File: config.mk
export PLATFORM = sky130hd
export DESIGN_NAME = kiss_frame_decoder_top
export DESIGN_NICKNAME = d
export VERILOG_FILES = /design/src/rtl/core/kfd_pkg.sv /design/src/rtl/core/kfd_in_stage.sv /design/src/rtl/core/kfd_decode.sv /design/src/rtl/core/kfd_out_stage.sv /design/src/rtl/core/kiss_frame_decoder_top.sv
export SDC_FILE = /design/constraint.sdc
export NUM_CORES = 1
export LEC_CHECK = 0
export BUFFER_PORTS_ARGS = -buffer_cell sky130_fd_sc_hd__buf_2
export CAP_MARGIN = 20
export CORE_AREA = 4 4 51 99
export DETAILED_ROUTE_END_ITERATION = 10
export DIE_AREA = 0 0 55 103
export PLACE_DENSITY = 0.87
export SLEW_MARGIN = 20
export SYNTH_ARGS = -nofsm -noshare
export SYNTH_HDL_FRONTEND = slang
export SYNTH_SLANG_ARGS = --single-unit
File: constraint.sdc
create_clock -name clock -period 3.7 [get_ports clock]
set_clock_uncertainty 0.2 [all_clocks]
set_input_delay 0.74 -clock clock [delete_from_list [all_inputs] [get_ports clock]]
set_output_delay 0.74 -clock clock [all_outputs]
set_load 0.01 [all_outputs]
File: src/rtl/core/kfd_pkg.sv
`timescale 1ns / 1ps
// ----------------------------------------------------------------------------
// kfd_pkg: shared definitions for the KISS frame decoder
// Byte codes of the framing, result kinds, field widths and the result word.
// ----------------------------------------------------------------------------
package kfd_pkg;

   localparam int MAX_FRAME_DEFAULT = 1024;

   localparam int BYTE_W      = 8;
   localparam int KIND_W      = 2;
   localparam int FRAME_LEN_W = 11;

   // framing bytes
   localparam logic [BYTE_W-1:0] FEND  = 8'hC0;
   localparam logic [BYTE_W-1:0] FESC  = 8'hDB;
   localparam logic [BYTE_W-1:0] TFEND = 8'hDC;
   localparam logic [BYTE_W-1:0] TFESC = 8'hDD;
   localparam logic [BYTE_W-1:0] CMD   = 8'h00;

   // result kinds
   localparam logic [KIND_W-1:0] KIND_DATA  = 2'd0;
   localparam logic [KIND_W-1:0] KIND_END   = 2'd1;
   localparam logic [KIND_W-1:0] KIND_ABORT = 2'd2;

   typedef struct packed {
      logic [KIND_W-1:0]      kind;
      logic [BYTE_W-1:0]      data_byte;
      logic [FRAME_LEN_W-1:0] frame_length;
   } result_type;

endpackage

File: src/rtl/core/kfd_in_stage.sv
`timescale 1ns / 1ps
// ----------------------------------------------------------------------------
// kfd_in_stage: input word register
// Captures one serial byte per accepted word and holds it until decoded.
// ----------------------------------------------------------------------------
module kfd_in_stage (
   input  logic                       clock,
   input  logic                       reset,
   input  logic                       req_valid,
   output logic                       req_stall,
   input  logic [kfd_pkg::BYTE_W-1:0] req_serial_byte,
   input  logic                       advance,
   output logic                       stage_valid,
   output logic [kfd_pkg::BYTE_W-1:0] stage_byte
);

   logic                       valid_ff, valid_in;
   logic [kfd_pkg::BYTE_W-1:0] byte_ff;
   logic                       accept;

   // hold the word while the decoder cannot move it on
   assign req_stall = valid_ff && !advance;
   assign accept    = req_valid && !req_stall;

   always_comb begin
      valid_in = valid_ff;
      if (accept) begin
         valid_in = 1'b1;
      end else if (advance) begin
         valid_in = 1'b0;
      end
   end

   always_ff @(posedge clock) begin
      if (reset) begin
         valid_ff <= 1'b0;
      end else begin
         valid_ff <= valid_in;
      end
   end

   always_ff @(posedge clock) begin
      if (accept) begin
         byte_ff <= req_serial_byte;
      end
   end

   assign stage_valid = valid_ff;
   assign stage_byte  = byte_ff;

endmodule

File: src/rtl/core/kfd_decode.sv
`timescale 1ns / 1ps
// ----------------------------------------------------------------------------
// kfd_decode: KISS framing state and byte decode
// Tracks frame, escape and length state; forms at most one result per byte.
// ----------------------------------------------------------------------------
module kfd_decode #(
   parameter int MAX_FRAME = kfd_pkg::MAX_FRAME_DEFAULT
) (
   input  logic                       clock,
   input  logic                       reset,
   input  logic                       step,
   input  logic [kfd_pkg::BYTE_W-1:0] step_byte,
   output logic                       res_valid,
   output kfd_pkg::result_type        res
);

   localparam int CNT_W = $clog2(MAX_FRAME + 2);
   localparam int EXT_W = (CNT_W > kfd_pkg::FRAME_LEN_W) ? CNT_W : kfd_pkg::FRAME_LEN_W;
   localparam logic [CNT_W-1:0] CNT_MAX = CNT_W'(MAX_FRAME);

   logic             in_frame_ff, in_frame_in;
   logic             saw_end_ff, saw_end_in;
   logic             esc_ff, esc_in;
   logic [CNT_W-1:0] cnt_ff, cnt_in;

   logic [CNT_W-1:0]           cnt_plus;
   logic [EXT_W-1:0]           cnt_ext, cnt_plus_ext;
   logic [kfd_pkg::BYTE_W-1:0] data_byte;

   assign cnt_plus     = cnt_ff + 1'b1;
   assign cnt_ext      = EXT_W'(cnt_ff);
   assign cnt_plus_ext = EXT_W'(cnt_plus);

   // undo the escape on the byte after FESC
   always_comb begin
      data_byte = step_byte;
      if (esc_ff) begin
         if (step_byte == kfd_pkg::TFEND) begin
            data_byte = kfd_pkg::FEND;
         end else if (step_byte == kfd_pkg::TFESC) begin
            data_byte = kfd_pkg::FESC;
         end
      end
   end

   always_comb begin
      in_frame_in = in_frame_ff;
      saw_end_in  = saw_end_ff;
      esc_in      = esc_ff;
      cnt_in      = cnt_ff;
      res_valid   = 1'b0;
      res         = '0;
      if (step) begin
         if (!in_frame_ff) begin
            if (step_byte == kfd_pkg::FEND) begin
               saw_end_in = 1'b1;
            end else if (step_byte == kfd_pkg::CMD && saw_end_ff) begin
               saw_end_in  = 1'b0;
               in_frame_in = 1'b1;
               esc_in      = 1'b0;
               cnt_in      = '0;
            end else begin
               saw_end_in = 1'b0;
            end
         end else if (step_byte == kfd_pkg::FEND) begin
            in_frame_in      = 1'b0;
            saw_end_in       = 1'b0;
            esc_in           = 1'b0;
            cnt_in           = '0;
            res_valid        = 1'b1;
            res.kind         = kfd_pkg::KIND_END;
            res.frame_length = cnt_ext[kfd_pkg::FRAME_LEN_W-1:0];
         end else if (step_byte == kfd_pkg::FESC) begin
            esc_in = 1'b1;
         end else begin
            esc_in    = 1'b0;
            res_valid = 1'b1;
            if (cnt_plus > CNT_MAX) begin
               // drop the byte and abort the frame
               in_frame_in = 1'b0;
               saw_end_in  = 1'b0;
               cnt_in      = '0;
               res.kind    = kfd_pkg::KIND_ABORT;
            end else begin
               cnt_in           = cnt_plus;
               res.kind         = kfd_pkg::KIND_DATA;
               res.data_byte    = data_byte;
               res.frame_length = cnt_plus_ext[kfd_pkg::FRAME_LEN_W-1:0];
            end
         end
      end
   end

   always_ff @(posedge clock) begin
      if (reset) begin
         in_frame_ff <= 1'b0;
         saw_end_ff  <= 1'b0;
         esc_ff      <= 1'b0;
         cnt_ff      <= '0;
      end else begin
         in_frame_ff <= in_frame_in;
         saw_end_ff  <= saw_end_in;
         esc_ff      <= esc_in;
         cnt_ff      <= cnt_in;
      end
   end

   a_cnt_bound: assert property (@(posedge clock) disable iff (reset)
      cnt_ff <= CNT_MAX)
      else $error("frame byte count beyond limit");

   a_cnt_idle: assert property (@(posedge clock) disable iff (reset)
      !in_frame_ff |-> cnt_ff == '0)
      else $error("byte count nonzero outside a frame");

   a_esc_in_frame: assert property (@(posedge clock) disable iff (reset)
      esc_ff |-> in_frame_ff)
      else $error("escape pending outside a frame");

   a_abort_closes: assert property (@(posedge clock) disable iff (reset)
      res_valid && res.kind == kfd_pkg::KIND_ABORT |=> !in_frame_ff && !saw_end_ff)
      else $error("frame still open after abort");

   a_no_result_outside: assert property (@(posedge clock) disable iff (reset)
      step && !in_frame_ff |-> !res_valid)
      else $error("result produced outside a frame");

endmodule

File: src/rtl/core/kfd_out_stage.sv
`timescale 1ns / 1ps
// ----------------------------------------------------------------------------
// kfd_out_stage: result word register
// Holds one result until the receiver takes it; frees when not stalled.
// ----------------------------------------------------------------------------
module kfd_out_stage (
   input  logic                            clock,
   input  logic                            reset,
   input  logic                            res_valid,
   input  kfd_pkg::result_type             res,
   output logic                            ready,
   output logic                            rsp_valid,
   input  logic                            rsp_stall,
   output logic [kfd_pkg::KIND_W-1:0]      rsp_kind,
   output logic [kfd_pkg::BYTE_W-1:0]      rsp_data_byte,
   output logic [kfd_pkg::FRAME_LEN_W-1:0] rsp_frame_length
);

   logic                valid_ff;
   kfd_pkg::result_type res_ff;

   assign ready = !valid_ff || !rsp_stall;

   always_ff @(posedge clock) begin
      if (reset) begin
         valid_ff <= 1'b0;
      end else if (ready) begin
         valid_ff <= res_valid;
      end
   end

   always_ff @(posedge clock) begin
      if (ready && res_valid) begin
         res_ff <= res;
      end
   end

   assign rsp_valid        = valid_ff;
   assign rsp_kind         = res_ff.kind;
   assign rsp_data_byte    = res_ff.data_byte;
   assign rsp_frame_length = res_ff.frame_length;

endmodule

File: src/rtl/core/kiss_frame_decoder_top.sv
`timescale 1ns / 1ps
// ----------------------------------------------------------------------------
// kiss_frame_decoder_top: KISS framing decoder
// Turns a raw serial byte stream into decoded payload bytes and frame events.
// ----------------------------------------------------------------------------
// Usage:
//   req_* carries one raw serial byte per word; a word moves when req_valid
//   is high and req_stall is low. rsp_* returns at most one result word per
//   input byte: a decoded data byte with the running length, a frame end
//   with the final length, or an abort when a frame exceeds MAX_FRAME bytes.
//   Bytes outside a frame, FEND/command openers and FESC give no result.
//   Throughput: one byte per cycle while rsp_stall is low; an accepted byte
//   waits in the input register, which feeds the decode logic and the
//   result register directly, and the frame state updates as each byte
//   passes into the result register, which drives rsp_valid.
//   Stall: while rsp_stall holds a full result register, the input register
//   keeps its byte and req_stall rises, so at most two words are in flight.
//   Reset (synchronous, active high) empties both registers and closes any
//   open frame; a new FEND followed by 0x00 is needed to start a frame.
// ----------------------------------------------------------------------------
module kiss_frame_decoder_top #(
   parameter int MAX_FRAME = kfd_pkg::MAX_FRAME_DEFAULT
) (
   input  logic                            clock,
   input  logic                            reset,
   input  logic                            req_valid,
   output logic                            req_stall,
   input  logic [kfd_pkg::BYTE_W-1:0]      req_serial_byte,
   output logic                            rsp_valid,
   input  logic                            rsp_stall,
   output logic [kfd_pkg::KIND_W-1:0]      rsp_kind,
   output logic [kfd_pkg::BYTE_W-1:0]      rsp_data_byte,
   output logic [kfd_pkg::FRAME_LEN_W-1:0] rsp_frame_length
);

   logic                       stage_valid;
   logic [kfd_pkg::BYTE_W-1:0] stage_byte;
   logic                       out_ready;
   logic                       step;
   logic                       res_valid;
   kfd_pkg::result_type        res;

   // advance the held byte whenever the result register can take a word
   assign step = stage_valid && out_ready;

   kfd_in_stage u_in_stage (
      .clock           (clock),
      .reset           (reset),
      .req_valid       (req_valid),
      .req_stall       (req_stall),
      .req_serial_byte (req_serial_byte),
      .advance         (out_ready),
      .stage_valid     (stage_valid),
      .stage_byte      (stage_byte)
   );

   // decode the byte and update frame state as it passes through
   kfd_decode #(
      .MAX_FRAME (MAX_FRAME)
   ) u_decode (
      .clock     (clock),
      .reset     (reset),
      .step      (step),
      .step_byte (stage_byte),
      .res_valid (res_valid),
      .res       (res)
   );

   // hold the result until the receiver drops rsp_stall
   kfd_out_stage u_out_stage (
      .clock            (clock),
      .reset            (reset),
      .res_valid        (res_valid),
      .res              (res),
      .ready            (out_ready),
      .rsp_valid        (rsp_valid),
      .rsp_stall        (rsp_stall),
      .rsp_kind         (rsp_kind),
      .rsp_data_byte    (rsp_data_byte),
      .rsp_frame_length (rsp_frame_length)
   );

endmodule
Word-level counts from Yosys, hierarchy flattened
Cells that the tools add are included.
- $add $sub $neg: 1
- $lt $le $gt $ge: 1
- eq/ne operators: 7
- muxes and demuxes: 36
- bitwise operators: 2
- reductions and logical operators: 19
- operators with widths (operator ; count):
    $mux 11 ; 7
    $eq 8x8->1 const B ; 4
    $mux 8 ; 3
    $mux 1 ; 23
    $mux 20 ; 1
    $mux 19 ; 1
    $add 11x1->11 const B ; 1
    $gt 11x11->1 const B ; 1
    $logic_not 8->1 ; 1
    $ne 3x3->1 const B ; 2
    $reduce_and 3->1 ; 2
    $logic_and 1x1->1 ; 5
    $reduce_or 5->1 ; 1
    $logic_not 1->1 ; 4
    $reduce_and 4->1 ; 1
    $reduce_bool 2->1 ; 2
    $reduce_or 4->1 ; 1
    $mux 2 ; 1
    $ne 2x1->1 const B ; 1
    $not 1->1 ; 2
    $reduce_and 2->1 ; 1
    $logic_or 1x1->1 ; 1
- flip-flop bits (word level): 45
- bits of input ports: 12
- output and inout port bits: 23
- logic and storage cells: 77

Longest topological paths before layout
Gate-level depths: netlist (run 1).
- depth in word-level cells: 7
- mapped depth: 9
- mapped depth without buffers: 7

Modules after synthesis
A second synthesis (run 1) with hierarchy kept.
- cells, all modules: 212
- area total of the unflattened synthesis: 2379.8 µm²
- by module, submodules not included (module ; instances ; cells each ; area each (µm²) ; seq. area each (µm²)):
    kfd_decode ; 1 ; 173 ; 1413.9 ; 280.3
    kfd_out_stage ; 1 ; 26 ; 669.4 ; 650.6
    kfd_in_stage ; 1 ; 12 ; 290.3 ; 260.2
    kiss_frame_decoder_top ; 1 ; 1 ; 6.3 ; 0.0

Worst setup path after synthesis (run 1)
No wires, ideal clock.
- path kind: input to register
- start point: input rsp_stall
- end point: register u_out_stage.res_ff, in the netlist u_out_stage.rsp_data_byte[0] (enable)
- setup time: 0.403 ns
- arrival time: 2.241 ns
- required time: 3.097 ns
- path slack: 0.856 ns
- stages: 3
- path buffers: 0
- path through: a21boi_1 nand2_1 nor2_1
- cells in the longest elaborated chain, start to end: 5
- ends and longest elaborated chain (element ; line ; source):
    start: declaration ; kiss_frame_decoder_top.sv:30 ; input logic rsp_stall,
    $logic_not 1->1 (*) ; kfd_out_stage.sv:22 ; assign ready = !valid_ff || !rsp_stall;
    $logic_or 1x1->1 (*) ; kfd_out_stage.sv:22 ;
    $logic_and 1x1->1 ; kiss_frame_decoder_top.sv:44 ; assign step = stage_valid && out_ready;
    $mux 1 ; kfd_decode.sv:53 ; if (step) begin
    $logic_and 1x1->1 (*) ; kfd_out_stage.sv:33 ; if (ready && res_valid) begin
    end signal: assignment ; kfd_out_stage.sv:34 ; res_ff <= res;
    end: declaration ; kfd_out_stage.sv:20 ; kfd_pkg::result_type res_ff;
Mark *: on every way between the ends. The rest lies on a longest branch, timed or not.
A chain may end at the register's enable or synchronous reset.

Final worst setup path (run 1)
- start point: register u_decode.cnt_ff[0] (netlist: u_decode.cnt_ext[0])
- end point: register u_out_stage.res_ff, in the netlist u_out_stage.rsp_data_byte[3], data pin
- cells in the longest elaborated chain, start to end: 3
- ends and longest elaborated chain (element ; line ; source):
    start: declaration ; kfd_decode.sv:24 ; logic [CNT_W-1:0] cnt_ff, cnt_in;
    start signal: assignment ; kfd_decode.sv:104 ; cnt_ff <= cnt_in;
    $add 11x1->11 ; kfd_decode.sv:30 ; assign cnt_plus = cnt_ff + 1'b1;
    $gt 11x11->1 ; kfd_decode.sv:78 ; if (cnt_plus > CNT_MAX) begin
    $reduce_or 5->1 (no line) ; n/a ;
No other way between the ends.

==> flow_metrics.env, run 1 <==
export IMPL_status="finished, final reports clean"
export IMPL_r2r_worst_path_cells=8
export IMPL_grt_overflow_total=0
export IMPL_ys_dominant_reg_cell="sky130_fd_sc_hd__edfxtp_1"
export IMPL_edff_count_synth=29
export IMPL_power_per_cell_area_nw_per_um2=339
export IMPL_ioPinCount=35
export IMPL_syn_instance_count=227
export IMPL_grt_first_pass_wirelength_mm=8.05
export IMPL_power_clock_fraction=0.359
export IMPL_routed_wire_length_per_instance_um=15.8
export IMPL_preCtsSetupSlack_ns=0.795
export IMPL_antenna_cells_inserted=0
export IMPL_drc=0
export IMPL_mappedNetlistArea_um2=2320
export IMPL_gr_usage_met3=0.0391
export IMPL_pwr_share_comb=0.022
export IMPL_antenna_left=0
export IMPL_internal_power_uw=683
export IMPL_setup_tns_ns=0
export IMPL_worst_ep_required_time_ns=3.65
export IMPL_cts_setup_buffers=0
export IMPL_layout_cells_most_common_list="sky130_fd_sc_hd__nand2_1 (34), sky130_fd_sc_hd__buf_2 (34), sky130_fd_sc_hd__edfxtp_1 (29), sky130_fd_sc_hd__nor2_1 (21), sky130_fd_sc_hd__dfxtp_1 (16)"
export IMPL_floorplan_die_width_um=55
export IMPL_globalRouteMet2Util=0.349
export IMPL_port_buffer_count=34
export IMPL_routed_wl_mm=4.90
export IMPL_synthDistinctLibCells=52
export IMPL_floorplan_rows=34
export IMPL_via_count=1829
export IMPL_fmax_mhz=340
export IMPL_hp_start="u_out_stage.rsp_valid"
export IMPL_worst_skew_pair_late_latency_ns=0.31
export IMPL_drt_iter0_markers=52
export IMPL_rsz_0062_raised_after_global_routing="no"
export IMPL_largest_net_degree_at_the_start_of_global_routing=23
export IMPL_multi_input_comb_area_um2=1020
export IMPL_numClockSinks=45
export IMPL_critical_path_startpoint_type="flop"
export IMPL_core_area_um2=4300
export IMPL_cts_repair_resize_count=0
export IMPL_r2r_slack_ns=0.76
export IMPL_firstDrtPassIters=4
export IMPL_global_route_peak_usage_layer="met2"
export IMPL_worstHoldEndpoint="u_out_stage.rsp_valid"
export IMPL_seqCellArea_um2=1190
export IMPL_setup_slack_ns=0.758
export IMPL_postCtsHoldBufs=0
export IMPL_floorplan_initialDensity=0.541
export IMPL_hold_worst_slack_ns=0.343
export IMPL_n_fill_cell=368
export IMPL_h_tree_depth=2
export IMPL_floorplan_die_area_um2=5670
export IMPL_netSwitchingPower_uw=198
export IMPL_post_route_cells_drive_above_1_share=0.272
export IMPL_grtUsageMet1=0.203
export IMPL_groute_usage_overall=0.197
export IMPL_p_sw_frac=0.225
export IMPL_clk_path_buf_depth=2
export IMPL_critPathCaptureType="flop"
export IMPL_routed_via_density=5.88
export IMPL_place_detailed_hpwl_mm=3.49
export IMPL_synth_yosys_seq_area_share=0.513
export IMPL_antenna_violations_before_repair=0
export IMPL_synth_warning_count=0
export IMPL_final_hold_violation_count=0
export IMPL_buffer_cell_driving_the_clock_tree_root="sky130_fd_sc_hd__clkbuf_8"
export IMPL_rr_endpoint="u_out_stage.rsp_data_byte[3]"
export IMPL_cap_violations=0
export IMPL_worstReg2RegStart="u_decode.cnt_ext[0]"
export IMPL_max_slew_margin_rel=0.318
export IMPL_cts_inserted_buffers=5
export IMPL_finalCriticalPeriod_ns=2.94
export IMPL_slew_viol_final=0
export IMPL_grt_pass1_vias=1750
export IMPL_postSynthNetCount=241
export IMPL_path_clk_slew_ns=0.10
export IMPL_timing_worst_slew_pin_value_ns=1.02
export IMPL_report_final_setup_viol=0
export IMPL_synth_ff_latch_count=45
export IMPL_critical_path_peak_fanout=12
export IMPL_async_flop_share=0
export IMPL_synthToLayoutAreaGrowth_pct=12.0
export IMPL_min_path_type="flop to flop"
export IMPL_place_congestion=0.964
export IMPL_tritoncts="built"
export IMPL_sequential_fraction_of_design_power=0.619
export IMPL_period_share=0.795
export IMPL_chip_height_um=103
export IMPL_maximum_vdd_drop_uv=336
export IMPL_post_synth_cell_area_avg_um2=10.2
export IMPL_cp_data_arrival_time_ns=2.89
export IMPL_critPathKind="flop to flop"
export IMPL_timing_hold_worst_path_depth=2
export IMPL_leak_uw=0.00106
export IMPL_design_final_nets=270
registers in the layout, indices dropped and copies added, names as in the netlist:
| register | cells |
|---|---|
| u_decode.cnt_ext | 11 |
| u_decode.esc_ff | 1 |
| u_decode.in_frame_ff | 1 |
| u_decode.saw_end_ff | 1 |
| u_in_stage.stage_byte | 8 |
| u_in_stage.stage_valid | 1 |
| u_out_stage.rsp_data_byte | 8 |
| u_out_stage.rsp_frame_length | 11 |
| u_out_stage.rsp_kind | 2 |
| u_out_stage.rsp_valid | 1 |
worst max-delay path by stage:
| stage | start | to | slack, ns | depth (start not counted) |
|---|---|---|---|---|
| 3_5_place_dp | u_decode.cnt_ext[0] | u_decode.in_frame_ff | 0.79 | 8 |
| 6_report | u_decode.cnt_ext[0] | u_out_stage.rsp_data_byte[3] | 0.76 | 8 |
| 4_1_cts | u_decode.cnt_ext[0] | u_out_stage.rsp_data_byte[3] | 0.77 | 8 |
| 2_1_floorplan | rsp_stall | u_out_stage.rsp_data_byte[0] | 0.86 | 3 |
| 5_1_grt | u_decode.cnt_ext[0] | u_out_stage.rsp_data_byte[3] | 0.43 | 8 |
| 3_3_place_gp | u_decode.cnt_ext[5] | u_out_stage.rsp_frame_length[4] | 0.90 | 7 |
Yosys cell counts, types with 5 or more instances:
| master | instances | area (um2) |
|---|---|---|
| sky130_fd_sc_hd__a21oi_1 | 9 | 45.0 |
| sky130_fd_sc_hd__a31oi_1 | 5 | 31.3 |
| sky130_fd_sc_hd__and2_1 | 7 | 43.8 |
| sky130_fd_sc_hd__and3_1 | 6 | 37.5 |
| sky130_fd_sc_hd__buf_2 | 6 | 30.0 |
| sky130_fd_sc_hd__clkbuf_1 | 6 | 22.5 |
| sky130_fd_sc_hd__dfxtp_1 | 16 | 320 |
| sky130_fd_sc_hd__edfxtp_1 | 29 | 871 |
| sky130_fd_sc_hd__inv_1 | 7 | 26.3 |
| sky130_fd_sc_hd__nand2_1 | 34 | 128 |
| sky130_fd_sc_hd__nand3_1 | 11 | 55.1 |
| sky130_fd_sc_hd__nand4_1 | 5 | 31.3 |
| sky130_fd_sc_hd__nor2_1 | 22 | 82.6 |
power by group through the flow:
stage,logic (uW),clock network [uW],registers (uW)
2_1_floorplan,9.86,0,555
3_3_place_gp,18.6,0,556
3_5_place_dp,19.3,0,557
4_1_cts,19.6,323,545
5_1_grt,22.1,339,546
6_report,19.2,316,546
per-layer routing:
layer	up-vias	share of wire
met5	-	0
met3	20	0.043
met2	53	0.57
met4	0	0.037
li1	881	-
met1	875	0.35
stage by stage:
step	util	total power [uW]	area, um2	std cells
6_report	0.605	881	2600	311
5_1_grt	0.605	908	2600	311
4_1_cts	0.605	887	2600	311
3_5_place_dp	0.584	576	2510	303
3_3_place_gp	0.584	575	2510	303
2_1_floorplan	-	565	2320	227
worst max-delay path: stages (launching register included):
cell                       delay, ns
sky130_fd_sc_hd__dfxtp_1        0.53
sky130_fd_sc_hd__ha_1           0.37
sky130_fd_sc_hd__nand3_1        0.22
sky130_fd_sc_hd__a211oi_1       0.26
sky130_fd_sc_hd__a21oi_1        0.11
sky130_fd_sc_hd__a211oi_4       0.45
sky130_fd_sc_hd__buf_4          0.26
sky130_fd_sc_hd__o21ai_2        0.12
sky130_fd_sc_hd__nor3b_1        0.25
kinds of logic after synthesis:
group | synth area share
buffers and inverters | 0.0485
adders and majority gates | 0.0108
DFF | 0.513
xor gates and xnor gates | 0.0108
muxes | 0.00431
AOI/OAI and AO/OA | 0.163
and+or+nand+nor | 0.250
cell type report:
| type | count | area share |
|---|---|---|
| well taps | 54 | 0.0260 |
| flip-flops and latches | 45 | 0.458 |
| multi-input cells | 159 | 0.393 |
| repair buffers | 38 | 0.0770 |
| inverters | 7 | 0.0101 |
| clock inverters | 3 | 0.00962 |
| clock buffers | 5 | 0.0265 |
Power figures use the tool's default switching activity.
==> run 2, diff against run 1 <==
Settings changed: CORE_AREA 4 4 51 99 to 4 4 53 103, DIE_AREA 0 0 55 103 to 0 0 57 107, PLACE_DENSITY 0.87 to 0.84.
Clock period 3.7 ns to 2.6 ns, I/O delays scaled along.
==> run 2 against run 1 <==
Via count up 4.8%. Sequential share of layout area fell by 2.7 points. Power rose by 52%. Critical path depth up 1. Die area up 7.7%. Combinational power increased by 48%. First-iteration DRC count down 5.8%. Largest cell class unchanged. Highest routed layer unchanged.
==> flow_metrics.env, run 2 (synthesized netlist as in run 1, its figures left out) <==
export IMPL_routed_wl_mm=5.20
export IMPL_report_final_setup_viol=0
export IMPL_layout_cells_non_filler=330
export IMPL_post_route_cells_drive_above_1_share=0.316
export IMPL_dp_cells=321
export IMPL_multi_input_comb_area_um2=1030
export IMPL_antenna_violations_before_repair=0
export IMPL_max_slew_margin_rel=0.497
export IMPL_cap_violations=0
export IMPL_period_share=0.961
export IMPL_antenna_left=0
export IMPL_place_congestion=0.935
export IMPL_numClockSinks=45
export IMPL_maximum_vdd_drop_uv=565
export IMPL_layout_cells_most_common_list="sky130_fd_sc_hd__nand2_1 (34), sky130_fd_sc_hd__buf_2 (34), sky130_fd_sc_hd__edfxtp_1 (29), sky130_fd_sc_hd__buf_4 (22), sky130_fd_sc_hd__nor2_1 (21)"
export IMPL_antenna_cells_inserted=0
export IMPL_routed_wire_length_per_instance_um=15.8
export IMPL_floorplan_die_area_um2=6100
export IMPL_fmax_mhz=400
export IMPL_floorplan_rows=35
export IMPL_grt_pass1_vias=1898
export IMPL_critPathCaptureType="flop"
export IMPL_path_clk_slew_ns=0.09
export IMPL_critPathKind="flop to flop"
export IMPL_cp_data_arrival_time_ns=2.35
export IMPL_routed_via_density=5.81
export IMPL_synthToLayoutAreaGrowth_pct=19.0
export IMPL_ioPinCount=35
export IMPL_drc=0
export IMPL_buffer_cell_driving_the_clock_tree_root="sky130_fd_sc_hd__clkbuf_8"
export IMPL_design_final_nets=288
export IMPL_grt_first_pass_wirelength_mm=8.67
export IMPL_n_fill_cell=427
export IMPL_min_path_type="primary input to flop"
export IMPL_groute_usage_overall=0.182
export IMPL_largest_net_degree_at_the_start_of_global_routing=17
export IMPL_leak_uw=0.00117
export IMPL_hold_worst_slack_ns=0.189
export IMPL_floorplan_initialDensity=0.501
export IMPL_h_tree_depth=2
export IMPL_critical_path_peak_fanout=9
export IMPL_grt_overflow_total=0
export IMPL_postCtsHoldBufs=0
export IMPL_timing_worst_slew_pin_value_ns=0.751
export IMPL_power_per_cell_area_nw_per_um2=484
export IMPL_clk_path_buf_depth=2
export IMPL_place_detailed_hpwl_mm=3.89
export IMPL_worst_skew_pair_late_latency_ns=0.30
export IMPL_seqCellArea_um2=1190
export IMPL_firstDrtPassIters=4
export IMPL_port_buffer_count=34
export IMPL_finalCriticalPeriod_ns=2.50
export IMPL_cts_inserted_buffers=5
export IMPL_via_count=1917
export IMPL_core_area_um2=4640
export IMPL_tritoncts="built"
export IMPL_slew_viol_final=0
export IMPL_drt_iter0_markers=49
export IMPL_final_hold_violation_count=0
export IMPL_status="finished, final reports clean"
export IMPL_floorplan_die_width_um=57
export IMPL_rsz_0062_raised_after_global_routing="yes"
export IMPL_worst_ep_required_time_ns=2.45
export IMPL_chip_height_um=107
export IMPL_critical_path_startpoint_type="flop"
==> run 2: stage by stage <==
stage                util  instance area [um2]  power, uW  setup TNS [ns]  setup WS, ns
floorplan               -                 2330        804               0         0.269
global placement    0.568                 2640        819               0         0.196
detailed placement  0.568                 2640        820               0         0.134
CTS                 0.592                 2750       1350               0         0.111
global route        0.596                 2770       1380         -0.0503       -0.0202
finish              0.596                 2770       1340               0         0.100
==> run 2: per-layer routing <==
metal  global-route usage  share of wire  vias to the layer above
li1                     -              -                      919
met1                0.188           0.36                      926
met2                0.327           0.56                       52
met3               0.0289          0.033                       20
met4                0.118          0.051                        0
met5                    0              0                        -
==> run 2: path summary, 6_finish.rpt <==
path	from	end	slack (ns)	cells after the start
hold / removal	req_serial_byte[3]	u_in_stage.stage_byte[3]	0.19	1
setup / recovery	u_decode.cnt_ext[0]	u_out_stage.rsp_frame_length[4]	0.10	9
hold reg to reg	u_decode.cnt_ext[1]	u_decode.cnt_ext[1]	0.34	2
setup reg to reg	u_decode.cnt_ext[0]	u_out_stage.rsp_frame_length[4]	0.10	9
==> run 2: worst max-delay path, stage by stage (launching register included) <==
cell and delay, ns:
sky130_fd_sc_hd__dfxtp_1 0.37, sky130_fd_sc_hd__ha_1 0.25, sky130_fd_sc_hd__buf_4 0.16, sky130_fd_sc_hd__xnor2_1 0.11, sky130_fd_sc_hd__and4_1 0.21, sky130_fd_sc_hd__o22ai_1 0.30, sky130_fd_sc_hd__a211oi_4 0.10, sky130_fd_sc_hd__buf_4 0.17
sky130_fd_sc_hd__o21ai_4 0.24, sky130_fd_sc_hd__o211ai_1 0.14
==> run 2: cell type report <==
| cell class | count | area share |
|---|---|---|
| Clock buffer | 5 | 0.0249 |
| Clock inverter | 3 | 0.0163 |
| Inverter | 7 | 0.00950 |
| Multi-Input combinational cell | 159 | 0.372 |
| Sequential cell | 45 | 0.431 |
| Tap cell | 55 | 0.0249 |
| Timing Repair Buffer | 56 | 0.121 |
==> run 2: repair_timing <==
| item | 4_1_cts | 5_1_grt |
|---|---|---|
| buffers inserted | 0 | 1 |
| endpoints found under the setup margin | 0 | 3 |
| resized for setup | 0 | 1 |
==> run 2: report_power, final <==
group,internal (uW),total [uW],switching [uW],leakage [uW]
clock,290,535,245,0.0000577
combinational,11.8,28.4,16.5,0.000664
sequential,765,776,10.2,0.000447
==> run 3, diff against run 2 <==
Settings changed: RECOVER_POWER set to 100.
==> run 3 against run 2 <==
First-iteration DRC count fell by 22%. Combinational power fell by 1%. Setup slack improved by 0.0010 ns. Die area did not move. Critical path depth did not move. Global-route usage did not move. Final cell count did not move. Register-to-register slack barely moved. Critical path type unchanged. Critical endpoint unchanged. Largest cell class unchanged.
==> flow_metrics.env, run 3 (synthesized netlist as in run 1, its figures left out) <==
export IMPL_antenna_violations_before_repair=0
export IMPL_antenna_left=0
export IMPL_port_buffer_count=34
export IMPL_worst_ep_required_time_ns=2.44
export IMPL_cp_data_arrival_time_ns=2.34
export IMPL_synthToLayoutAreaGrowth_pct=16.9
export IMPL_timing_worst_slew_pin_value_ns=0.769
export IMPL_firstDrtPassIters=4
export IMPL_rsz_0062_raised_after_global_routing="yes"
export IMPL_fmax_mhz=400
export IMPL_groute_usage_overall=0.182
export IMPL_finalCriticalPeriod_ns=2.50
export IMPL_place_area_um2=2640
export IMPL_ioPinCount=35
export IMPL_critPathKind="flop to flop"
export IMPL_drt_iter0_markers=38
export IMPL_cts_inserted_buffers=5
export IMPL_r2r_slack_ns=0.10
export IMPL_layout_cells_most_common_list="sky130_fd_sc_hd__nand2_1 (34), sky130_fd_sc_hd__edfxtp_1 (29), sky130_fd_sc_hd__clkbuf_1 (25), sky130_fd_sc_hd__nor2_1 (22), sky130_fd_sc_hd__buf_4 (18)"
export IMPL_power_per_cell_area_nw_per_um2=493
export IMPL_stdcell_area_um2=2720
export IMPL_grt_first_pass_wirelength_mm=8.67
export IMPL_design_final_nets=288
export IMPL_worst_skew_pair_late_latency_ns=0.30
export IMPL_max_slew_margin_rel=0.485
export IMPL_place_detailed_hpwl_mm=3.89
export IMPL_grt_overflow_total=0
export IMPL_critical_path_startpoint_type="flop"
export IMPL_drc=0
export IMPL_leak_uw=0.00106
export IMPL_clk_path_buf_depth=2
export IMPL_chip_height_um=107
export IMPL_via_count=1937
export IMPL_routed_wire_length_per_instance_um=15.9
export IMPL_hold_worst_slack_ns=0.189
export IMPL_mostFrequentLayoutCell="sky130_fd_sc_hd__nand2_1"
export IMPL_floorplan_rows=35
export IMPL_routed_wl_mm=5.24
export IMPL_largest_net_degree_at_the_start_of_global_routing=17
export IMPL_post_route_cells_drive_above_1_share=0.218
export IMPL_maximum_vdd_drop_uv=567
export IMPL_buffer_cell_driving_the_clock_tree_root="sky130_fd_sc_hd__clkbuf_8"
export IMPL_floorplan_initialDensity=0.501
export IMPL_routed_via_density=5.87
export IMPL_final_hold_violation_count=0
export IMPL_tritoncts="built"
export IMPL_path_clk_slew_ns=0.09
export IMPL_min_path_type="primary input to flop"
export IMPL_critical_path_peak_fanout=9
export IMPL_place_congestion=0.935
export IMPL_cap_violations=0
export IMPL_h_tree_depth=2
export IMPL_floorplan_die_width_um=57
export IMPL_report_final_setup_viol=0
export IMPL_numClockSinks=45
export IMPL_layout_core_utilization=0.585
export IMPL_status="finished, final reports clean"
export IMPL_total_power_uw=1340
export IMPL_grt_pass1_vias=1898
export IMPL_core_area_um2=4640
export IMPL_critPathCaptureType="flop"
export IMPL_antenna_cells_inserted=0
export IMPL_slew_viol_final=0
export IMPL_floorplan_die_area_um2=6100
export IMPL_period_share=0.961
==> run 3: worst max-delay path, stage by stage (launching register included) <==
cell	delay, ns
sky130_fd_sc_hd__dfxtp_1	0.38
sky130_fd_sc_hd__ha_1	0.25
sky130_fd_sc_hd__buf_4	0.16
sky130_fd_sc_hd__xnor2_1	0.11
sky130_fd_sc_hd__and4_1	0.21
sky130_fd_sc_hd__o22ai_1	0.29
sky130_fd_sc_hd__a211oi_4	0.10
sky130_fd_sc_hd__buf_4	0.17
sky130_fd_sc_hd__o21ai_4	0.24
sky130_fd_sc_hd__o211ai_1	0.14
==> run 3: layer usage <==
layer | GRT usage | wire (um) | vias to the layer above
met5 | 0 | 0 | -
met4 | 0.118 | 265 | 0
met3 | 0.0289 | 190 | 22
met2 | 0.327 | 2920 | 51
met1 | 0.188 | 1860 | 944
li1 | - | - | 920
==> run 3: repair_timing <==
item,in CTS,in global routing
endpoints found under the setup margin,0,3
resized for setup,0,1
buffers inserted,0,1
hold buffers,0,0
==> run 3: worst paths after layout <==
| check | from | end | cells past startpoint |
|---|---|---|---|
| setup / recovery | u_decode.cnt_ext[0] | u_out_stage.rsp_frame_length[4] | 9 |
| hold / removal | req_serial_byte[3] | u_in_stage.stage_byte[3] | 1 |
| setup reg to reg | u_decode.cnt_ext[0] | u_out_stage.rsp_frame_length[4] | 9 |
| hold reg to reg | u_decode.cnt_ext[1] | u_decode.cnt_ext[1] | 2 |
==> run 3: report_power, final <==
group          switching, uW  internal, uW
clock                    244           290
sequential              10.3           765
combinational           16.3          11.7
total                    271          1070
==> run 3: final cells by class <==
type / instances / area, um2
repair buffers: 56 / 294
well taps: 55 / 68.8
clock inverters: 3 / 45.0
multi-input cells: 159 / 1020
fillers: 454 / 1930
clock buffers: 5 / 68.8
inverters: 7 / 26.3
flip-flops and latches: 45 / 1190
==> run 3: through the flow <==
step | worst slack, ns | TNS, ns | instances
CTS | 0.111 | 0 | 329
global route | -0.0200 | -0.0499 | 330
global placement | 0.196 | 0 | 321
finish | 0.101 | 0 | 330
floorplan | 0.269 | 0 | 227
detailed placement | 0.134 | 0 | 321
